File: src/assert_macros.svh
// assertion macros used by the core rtl file
// no dependencies
`ifndef ASSERT_MACROS_SVH
`define ASSERT_MACROS_SVH

// same-cycle implication, disabled in reset
`define ASSERT_IMP(label, ck, rn, ante, cons) \
  label: assert property (@(posedge ck) disable iff (!rn) (ante) |-> (cons)) \
    else $error("same-cycle check failed");

// next-cycle implication, disabled in reset
`define ASSERT_NXT(label, ck, rn, ante, cons) \
  label: assert property (@(posedge ck) disable iff (!rn) (ante) |=> (cons)) \
    else $error("next-cycle check failed");

`endif

File: src/lcsm_pkg.sv
// shared types, constants and the gamma table of the lab similarity core
// no dependencies
`default_nettype none

package lcsm_pkg;

  localparam int unsigned ROOT_STEPS = 17;
  localparam int unsigned CBRT_STG   = ROOT_STEPS + 1;
  localparam int unsigned LAB_STG    = 6 + CBRT_STG + 2;
  localparam int unsigned DIST_STG   = 3 + ROOT_STEPS + 4;
  localparam int unsigned PIPE_STG   = LAB_STG + DIST_STG;

  typedef logic [LAB_STG-1:0]    lab_en_t;
  typedef logic [CBRT_STG-1:0]   cbrt_en_t;
  typedef logic [DIST_STG-1:0]   dist_en_t;
  typedef logic [ROOT_STEPS-1:0] sqrt_en_t;

  typedef logic signed [15:0] lab_val_t;

  typedef struct packed {
    lab_val_t l_val;
    lab_val_t a_val;
    lab_val_t b_val;
  } lab_t;

  typedef enum logic [1:0] {
    REG_RED   = 2'd0,
    REG_GREEN = 2'd1,
    REG_BLUE  = 2'd2
  } reg_idx_t;

  // rgb to xyz matrix, rows x, y, z
  localparam logic [15:0] XYZ_COEF [9] = '{
    16'd27027, 16'd23436, 16'd11829,
    16'd13933, 16'd46871, 16'd4732,
    16'd1265,  16'd7812,  16'd62292
  };

  // white point division by reciprocal
  localparam int unsigned RECIP_SH = 34;
  localparam int unsigned WX_DEN   = 62290;
  localparam int unsigned WX_RND   = 31145;
  localparam int unsigned WZ_DEN   = 71358;
  localparam int unsigned WZ_RND   = 35679;
  localparam logic [18:0] WX_RECIP = 19'((64'd1 << RECIP_SH) / WX_DEN);
  localparam logic [18:0] WZ_RECIP = 19'((64'd1 << RECIP_SH) / WZ_DEN);

  // linear segment of f(t)
  localparam int unsigned F_KNEE    = 580;
  localparam int unsigned F_LIN_MUL = 510329;
  localparam int unsigned F_LIN_OFS = 9039;

  // distance scale, x = ceil(d * SCORE_MUL / SCORE_DEN)
  localparam int unsigned SCORE_MUL   = 6375;
  localparam int unsigned SCORE_DEN   = 2395088;
  localparam int unsigned SCORE_SH    = 32;
  localparam logic [10:0] SCORE_RECIP = 11'((64'd1 << SCORE_SH) / SCORE_DEN);

  localparam int unsigned GAMMA_LIN_DEN = 32946;
  localparam int unsigned GAMMA_T_DEN   = 269025;

  typedef logic [15:0] gamma_lut_t [256];

  function automatic longint unsigned pow5_q30(longint unsigned r);
    longint unsigned p;
    p = r;
    for (int i = 0; i < 4; i++) begin
      p = (p * r) >> 30;
    end
    return p;
  endfunction

  function automatic logic [15:0] gamma_entry(int unsigned c);
    longint unsigned cc, t, u, lo, hi, mid, v;
    cc = 64'(c);
    if (cc <= 64'd10) begin
      v = (cc * 64'd655360 + 64'd16473) / GAMMA_LIN_DEN;
      return 16'(v);
    end
    t = ((cc * 64'd1000 + 64'd14025) << 30) / GAMMA_T_DEN;
    u = (t * t) >> 30;
    lo = 64'd0;
    hi = 64'd1 << 30;
    for (int i = 0; i < 32; i++) begin
      if (lo < hi) begin
        mid = lo + ((hi - lo + 64'd1) >> 1);
        if (pow5_q30(mid) <= u) lo = mid;
        else hi = mid - 64'd1;
      end
    end
    v = (((u * lo) >> 30) + 64'd8192) >> 14;
    if (v > 64'd65535) v = 64'd65535;
    return 16'(v);
  endfunction

  function automatic gamma_lut_t gamma_table();
    gamma_lut_t tab;
    for (int c = 0; c < 256; c++) begin
      tab[c] = gamma_entry(c);
    end
    return tab;
  endfunction

  localparam gamma_lut_t GAMMA_LUT = gamma_table();

endpackage

`default_nettype wire

File: src/lcsm_isqrt.sv
// pipelined bit-serial floor square root, one result bit per stage
// depends on lcsm_pkg
`default_nettype none

module lcsm_isqrt (
  input  logic                clk,
  input  lcsm_pkg::sqrt_en_t  en,
  input  logic [33:0]         n,
  output logic [16:0]         root
);

  localparam int unsigned NS   = lcsm_pkg::ROOT_STEPS;
  localparam int unsigned RW   = 20;
  localparam int unsigned LAST = NS - 1;

  logic [16:0]   y_r   [NS];
  logic [RW-1:0] rem_r [NS-1];
  logic [33:0]   n_r   [NS-1];

  for (genvar j = 0; j < NS; j++) begin : g_step
    logic [16:0]   y_in;
    logic [RW-1:0] r_in;
    logic [33:0]   n_in;
    logic [RW-1:0] rp;
    logic [RW-1:0] bt;
    logic          ge;

    if (j == 0) begin : g_first
      assign y_in = '0;
      assign r_in = '0;
      assign n_in = n;
    end else begin : g_next
      assign y_in = y_r[j-1];
      assign r_in = rem_r[j-1];
      assign n_in = n_r[j-1];
    end

    assign rp = {r_in[RW-3:0], n_in[33-2*j -: 2]};
    assign bt = RW'({y_in, 2'b01});
    assign ge = (rp >= bt);

    always_ff @(posedge clk) begin
      if (en[j]) begin
        y_r[j] <= {y_in[15:0], ge};
      end
    end

    if (j < LAST) begin : g_carry
      always_ff @(posedge clk) begin
        if (en[j]) begin
          rem_r[j] <= ge ? (rp - bt) : rp;
          n_r[j]   <= n_in;
        end
      end
    end
  end

  assign root = y_r[LAST];

endmodule

`default_nettype wire

File: src/lcsm_dist.sv
// lab distance to the reference colour and scaling to the similarity score
// depends on lcsm_pkg and lcsm_isqrt
`default_nettype none

module lcsm_dist (
  input  logic                clk,
  input  lcsm_pkg::dist_en_t  en,
  input  lcsm_pkg::lab_t      pix,
  input  lcsm_pkg::lab_t      refc,
  output logic [7:0]          similarity
);

  localparam int unsigned SQ0 = 3;
  localparam int unsigned SC0 = SQ0 + lcsm_pkg::ROOT_STEPS;

  lcsm_pkg::lab_val_t p_arr [3];
  lcsm_pkg::lab_val_t q_arr [3];
  logic [15:0] ad [3];
  logic [15:0] ad_r [3];
  logic [31:0] sq_r [3];
  logic [33:0] sum_r;
  logic [16:0] dsq;
  logic [29:0] n2_r, n2b_r, n2c_r;
  logic [40:0] pp_r;
  logic [8:0]  q0_r;
  logic [30:0] qk_r;
  logic [30:0] rem;
  logic [9:0]  x;

  assign p_arr = '{pix.l_val, pix.a_val, pix.b_val};
  assign q_arr = '{refc.l_val, refc.a_val, refc.b_val};

  always_comb begin
    logic signed [16:0] df;
    for (int i = 0; i < 3; i++) begin
      df    = {p_arr[i][15], p_arr[i]} - {q_arr[i][15], q_arr[i]};
      ad[i] = df[16] ? 16'(-df) : df[15:0];
    end
  end

  always_ff @(posedge clk) begin
    if (en[0]) ad_r <= ad;
  end

  always_ff @(posedge clk) begin
    if (en[1]) begin
      for (int i = 0; i < 3; i++) begin
        sq_r[i] <= 32'(ad_r[i]) * 32'(ad_r[i]);
      end
    end
  end

  always_ff @(posedge clk) begin
    if (en[2]) sum_r <= 34'(sq_r[0]) + 34'(sq_r[1]) + 34'(sq_r[2]);
  end

  lcsm_isqrt u_isqrt (.clk(clk), .en(en[SC0-1:SQ0]), .n(sum_r), .root(dsq));

  // ceil division folded into the numerator
  always_ff @(posedge clk) begin
    if (en[SC0]) begin
      n2_r <= 30'(dsq) * 30'(lcsm_pkg::SCORE_MUL) + 30'(lcsm_pkg::SCORE_DEN - 1);
    end
  end

  always_ff @(posedge clk) begin
    if (en[SC0+1]) begin
      pp_r  <= 41'(n2_r) * 41'(lcsm_pkg::SCORE_RECIP);
      n2b_r <= n2_r;
    end
  end

  always_ff @(posedge clk) begin
    if (en[SC0+2]) begin
      q0_r  <= pp_r[40:32];
      qk_r  <= 31'(pp_r[40:32]) * 31'(lcsm_pkg::SCORE_DEN);
      n2c_r <= n2b_r;
    end
  end

  assign rem = 31'(n2c_r) - qk_r;
  assign x   = 10'(q0_r) + 10'(rem >= 31'(lcsm_pkg::SCORE_DEN));

  always_ff @(posedge clk) begin
    if (en[SC0+3]) begin
      similarity <= (x >= 10'd255) ? 8'd0 : 8'(10'd255 - x);
    end
  end

endmodule

`default_nettype wire

File: config.mk
export PLATFORM = sky130hd
export DESIGN_NAME = lcsm_dist
export DESIGN_NICKNAME = d
export VERILOG_FILES = /design/src/assert_macros.svh /design/src/lcsm_pkg.sv /design/src/lcsm_isqrt.sv /design/src/lcsm_dist.sv
export SDC_FILE = /design/constraint.sdc
export NUM_CORES = 2
export LEC_CHECK = 0
export BUFFER_PORTS_ARGS = -buffer_cell sky130_fd_sc_hd__buf_2
export CAP_MARGIN = 20
export CELL_PAD_IN_SITES_DETAIL_PLACEMENT = 1
export CELL_PAD_IN_SITES_GLOBAL_PLACEMENT = 1
export CORE_MARGIN = 3
export CORE_UTILIZATION = 30
export CTS_CLUSTER_DIAMETER = 100
export DETAILED_ROUTE_END_ITERATION = 12
export PLACE_DENSITY = 0.56
export SYNTH_ARGS = -nofsm -noshare
export SYNTH_HDL_FRONTEND = slang
export SYNTH_HIERARCHICAL = 1
export SYNTH_SLANG_ARGS = --single-unit
File: constraint.sdc
create_clock -name clk -period 7.5 [get_ports clk]
set_input_delay 0 -clock clk [delete_from_list [all_inputs] [get_ports clk]]
set_output_delay 0 -clock clk [all_outputs]
set_load 0.02 [all_outputs]
Word level (Yosys, flattened, before mapping)
Memories as Yosys holds them, arrays and structs flattened.
Cells that the tools add are included.
{ "op_classes": {"add_sub_neg": 28, "mul": 6, "div_mod_pow": 0, "magnitude_cmp": 19, "n_eq_ne": 0, "n_shift": 0, "n_mux": 55, "bitwise": 0, "n_reduce_logical": 0} }
{ "op_table": {"columns": ["op", "count"], "rows": [
  ["$ge 20x19->1", 16],
  ["$mux 20", 16],
  ["$sub 20x19->20", 15],
  ["$mul 16x16->32", 3],
  ["$sub 16x16->17", 3],
  ["$mux 16", 3],
  ["$neg 16->16", 3],
  ["$mul 30x11->41 const B", 1],
  ["$mux 1", 36],
  ["$add 33x32->34", 1],
  ["$add 32x32->33", 1],
  ["$ge 31x22->1 const B", 1],
  ["$sub 30x31->31", 1],
  ["$add 30x22->30 const B", 1],
  ["$mul 17x13->30 const B", 1],
  ["$mul 9x18->27 const B", 1],
  ["$add 9x1->10", 1],
  ["$ge 10x8->1 const B", 1],
  ["$sub 8x8->8 const A", 1],
  ["$sub 2x1->3 const B", 1],
  ["$ge 2x1->1 const B", 1]
]} }
{ "word_totals": {"register_bits": 257, "latch_bits": 0, "mem_bits_rw": 1249, "rom_bits": 0, "input_bits": 121, "n_memories": 4} }
{ "memory_table": {"columns": ["memory", "words", "word_bits", "read_ports", "rd_ports_with_merged_regs", "write_ports", "line", "text"], "rows": [
  ["u_isqrt.n_r", 16, 34, 16, 0, 16, "lcsm_isqrt.sv:18", "logic [33:0] n_r [NS-1];"],
  ["u_isqrt.rem_r", 16, 20, 16, 0, 16, "lcsm_isqrt.sv:17", "logic [RW-1:0] rem_r [NS-1];"],
  ["u_isqrt.y_r", 17, 17, 17, 0, 17, "lcsm_isqrt.sv:16", "logic [16:0] y_r [NS];"],
  ["sq_r", 3, 32, 3, 0, 3, "lcsm_dist.sv:20", "logic [31:0] sq_r [3];"]
]} }

Logic depth before layout (Yosys ltp)
{ "depth": {"ltp_word": 4, "mapped_depth": 25, "ltp_nobuf": 24} }

Cells and area by module
The synthesis kept the hierarchy.
{ "modules_own_cells": {"columns": ["mod", "instances", "cells_per_inst", "area_per_inst_um2", "seq_area_each_um2"], "rows": [
  ["lcsm_dist", 1, 4874, 48610.4, 9248.9],
  ["lcsm_isqrt", 1, 2418, 32194.6, 20810.0]
]} }

Least setup slack after synthesis
OpenSTA, ideal clock, no wires.
{ "synth_path": {"kind": "register -> register", "start": "register ad_r[25] in the netlist's numbering", "end": "memory sq_r[1][25] (netlist: sq_r[0][57]), data pin", "arrival_ps": 6267, "required_time_ps": 7241, "slack_ps": 974, "stages_incl_launch_ff": 24, "period_less_slack_ps": 6526, "path_cell_list": "edfxtp_1 -> clkbuf_1 -> nand2_1 -> fa_1 -> fa_1 -> inv_1 -> fa_1 -> inv_1 -> fa_1 -> inv_1 -> fa_1 -> inv_1 -> fa_1 -> inv_1 -> ha_1 -> a21o_1 -> a21oi_1 -> inv_1 -> a2111o_1 -> a41o_1 -> a2111oi_1 -> o21bai_1 -> a21oi_1 -> xnor2_1"} }
{ "synth_rtl": {"columns": ["element", "line", "text"], "rows": [
  ["from (decl)", "lcsm_dist.sv:19", "logic [15:0] ad_r [3];"],
  ["from (signal assigned)", "lcsm_dist.sv:42", "if (en[0]) ad_r <= ad;"],
  ["to (decl)", "lcsm_dist.sv:20", null]
]} }

==> key figures <==
Floorplanning
  • Core Area: ~270,000 um2
  • Io pins: approximately 130
  • Chip width: approximately 520 um
  • Die area: about 280,000 um2
  • # rows: around 190
  • Die height: ~520 um
  • Initial core utilization: 0.303

Timing
  • Fmax: roughly 140 MHz
  • Final Hold Viols: 1
  • Final setup TNS: 0 ps
  • Tcrit/Tclk final: 0.932
  • Setup violators final: 0
  • Final Skew: a little over 70 ps
  • RSZ-0062 raised after global routing: no
  • Hold slack: -8.67 ps
  • Slew @ Worst Pin: approximately 1000 ps
  • Fin. max-slew vios: 0
  • Final min period: 6990 ps
  • Worst relative slew slack: 0.305

CTS
  • Post_cts resized: 0
  • Root cell of the clock tree: clkbuf_16
  • H-tree levels: 3
  • Worst skew pair latency: 790 ps
  • Clock sink count: around 1,000
  • TritonCTS Buffers: between 100 and 150
  • Clk buf depth: 3
  • CTS tree: done
  • Post-CTS Hold Buffers: 87
  • Post-CTS setup buffer count: 0
  • Reg clk slew, reported paths: around 60 ps

Global route
  • Pin count of the biggest net entering global routing: 70
  • Initial antenna violation count: 10
  • First-pass GRT wire length: 307 mm
  • Remaining global-route overflow: 0
  • Vias in the first global route: roughly 57,000
  • GRT Total Usage: 0.136

Min path
  • Hold Path Sink: ad_r[10]
  • Hold Path Depth: 5
  • Hold crit path type: input pin to register
  • Min-delay src: pix[15]

Yosys
  • Post-synthesis cell type count: 97
  • Synth warn: 6
  • Post-synth top cells: inv_1, edfxtp_1, ha_1
  • Post-synth top flop: edfxtp_1
  • Number of flops mapped to enable cells by yosys: 1,001
  • Syn_nets: roughly 9,000
  • Cells taking the most area after synthesis: edfxtp_1, fa_1, ha_1
  • Syn_area_per_cell: between 10 and 15 um2
  • Cell Area, Synth: between 80,000 and 90,000 um2
  • Yosys top cell area share: 0.372
  • #FFs+latches synth: roughly 1,000
  • Post-synth ARST share: 0
  • Cell taking the most area after synthesis: edfxtp_1
  • Most frequent cell after synthesis: inv_1
  • Post-synthesis sequential area ratio: 0.372
  • Post-Syn Instances: 7,292

Critical path
  • Crit path max fanout: 9
  • Capturing point of the worst reg2reg path: sq_r[0][62]
  • Worst R2R Start: ad_r[26]
  • CP Launch Point: ad_r[26]
  • Data required, critical path: around 8000 ps
  • Setup crit start kind: register
  • R2r setup slk: between 500 and 600 ps
  • WS Path Type: register to register
  • Crit path DAT: roughly 7500 ps
  • Worst setup EP type: register
  • Cells on worst reg2reg path: 21

Detailed routing
  • Antenna viol nets, final: 0
  • DRC: 0
  • Initial DRC count: 1,973
  • Post-DR vias/cell: 4.67
  • DR vias: 52,300
  • Final wirelength: 187 mm
  • DR WL/cell: 16.7 um
  • Pre-antenna DRT Iters: 5

Place
  • Placer Congestion: 0.807
  • Port Buffers: around 130
  • Hpwl dp: 153 mm
  • Placed inst area: about 86,000 um2

Layout
  • Area growth, synth to finish: 12.5%
  • Post-route cell area: about 91,000 um2
  • Fin util: 0.341
  • Share of post-route cells with drive strength above 1: 0.0633
  • Final #Nets: between 9,000 and 10,000

Outcome
  • Status: finished with violations
  • Violated checks: hold timing

Job
  • Max-cap check violation count: 0
==> flip-flops by register name, indices dropped and copies added, names as in the netlist <==
name and flops:
u_isqrt/n_r 272, u_isqrt/rem_r 268, u_isqrt/y_r 153, sq_r 93, ad_r 48, sum_r 34, n2_r 30, n2b_r 26
n2c_r 26, qk_r 25, pp_r 9, q0_r 9, similarity 8
==> metrics by stage <==
step                setup slack, ps  cells
finish                          513  11200
global route                   31.6  11200
CTS                             448  11200
detailed placement              443  10900
global placement                598  10900
floorplan                       974   7292
==> worst max-delay path by stage <==
stage	endpoint	depth (start not counted)
after CTS	sq_r[0][62]	21
final	sq_r[0][62]	21
after global placement	sq_r[0][63]	23
after floorplan	sq_r[0][57]	23
after global routing	sq_r[0][62]	21
after detailed placement	sq_r[0][62]	21
==> cell families after synthesis <==
logic type | count (synthesis) | share of synthesized area
flops | 1001 | 0.372
xor+xnor | 449 | 0.0487
mux | 62 | 0.00845
other cells | 1 | 0.0000464
compound gates | 1143 | 0.0926
buf+inv | 1431 | 0.0669
simple gates | 1604 | 0.0993
fa+ha+maj | 1601 | 0.312
==> critical path: stages (launching register included) <==
cell and delay (ps):
edfxtp_1 550, clkinv_1 400, nor2_1 360, fa_1 460
inv_1 80, fa_1 400, inv_1 90, fa_1 410
fa_1 520, fa_1 550, inv_1 50, fa_1 520
inv_1 40, ha_1 360, a21o_1 190, a21oi_1 230
and3_1 200, o211ai_1 190, a31oi_1 400, nor4b_1 110
a2111oi_0 540, xnor2_1 110
==> area by class of cell <==
class / instances / area [um2]
Timing Repair Buffer: 262 / 1900
Clock inverter: 92 / 1180
Inverter: 1319 / 4950
Antenna cell: 2 / 5.00
Fill cell: 29200 / 176000
Tap cell: 3533 / 4420
Multi-Input combinational cell: 4860 / 45300
Sequential cell: 1001 / 30100
Clock buffer: 127 / 3010
==> per-layer routing <==
layer | GRT usage | vias up | share of wire
li1 | - | 25500 | -
met1 | 0.176 | 26100 | 0.46
met2 | 0.239 | 492 | 0.49
met3 | 0.0182 | 217 | 0.028
met4 | 0.0327 | 2 | 0.024
met5 | 0 | - | 0.000038
==> placed cells by master (no fill, tap or decap), drive strengths merged, types with 47 or more instances in the layout <==
| cell type | count |
|---|---|
| edfxtp | 1001 |
| o21ai | 208 |
| xor2 | 157 |
| nand4 | 47 |
| mux2 | 50 |
| nor2b | 57 |
| nand3 | 93 |
| buf | 175 |
| a21oi | 339 |
| nor4 | 54 |
| a21o | 121 |
| nor3 | 112 |
| ha | 910 |
| nand2b | 66 |
| nand2 | 406 |
| o211ai | 54 |
| nor2 | 391 |
| fa | 691 |
| clkinv | 52 |
| dlygate4sd3 | 87 |
| clkbuf | 127 |
| o21a | 76 |
| and2 | 171 |
| xnor2 | 292 |
| inv | 1328 |
| or3 | 53 |
Power is not shown: default switching activity piles up to over one toggle a cycle in this logic, so the estimate is an artifact.
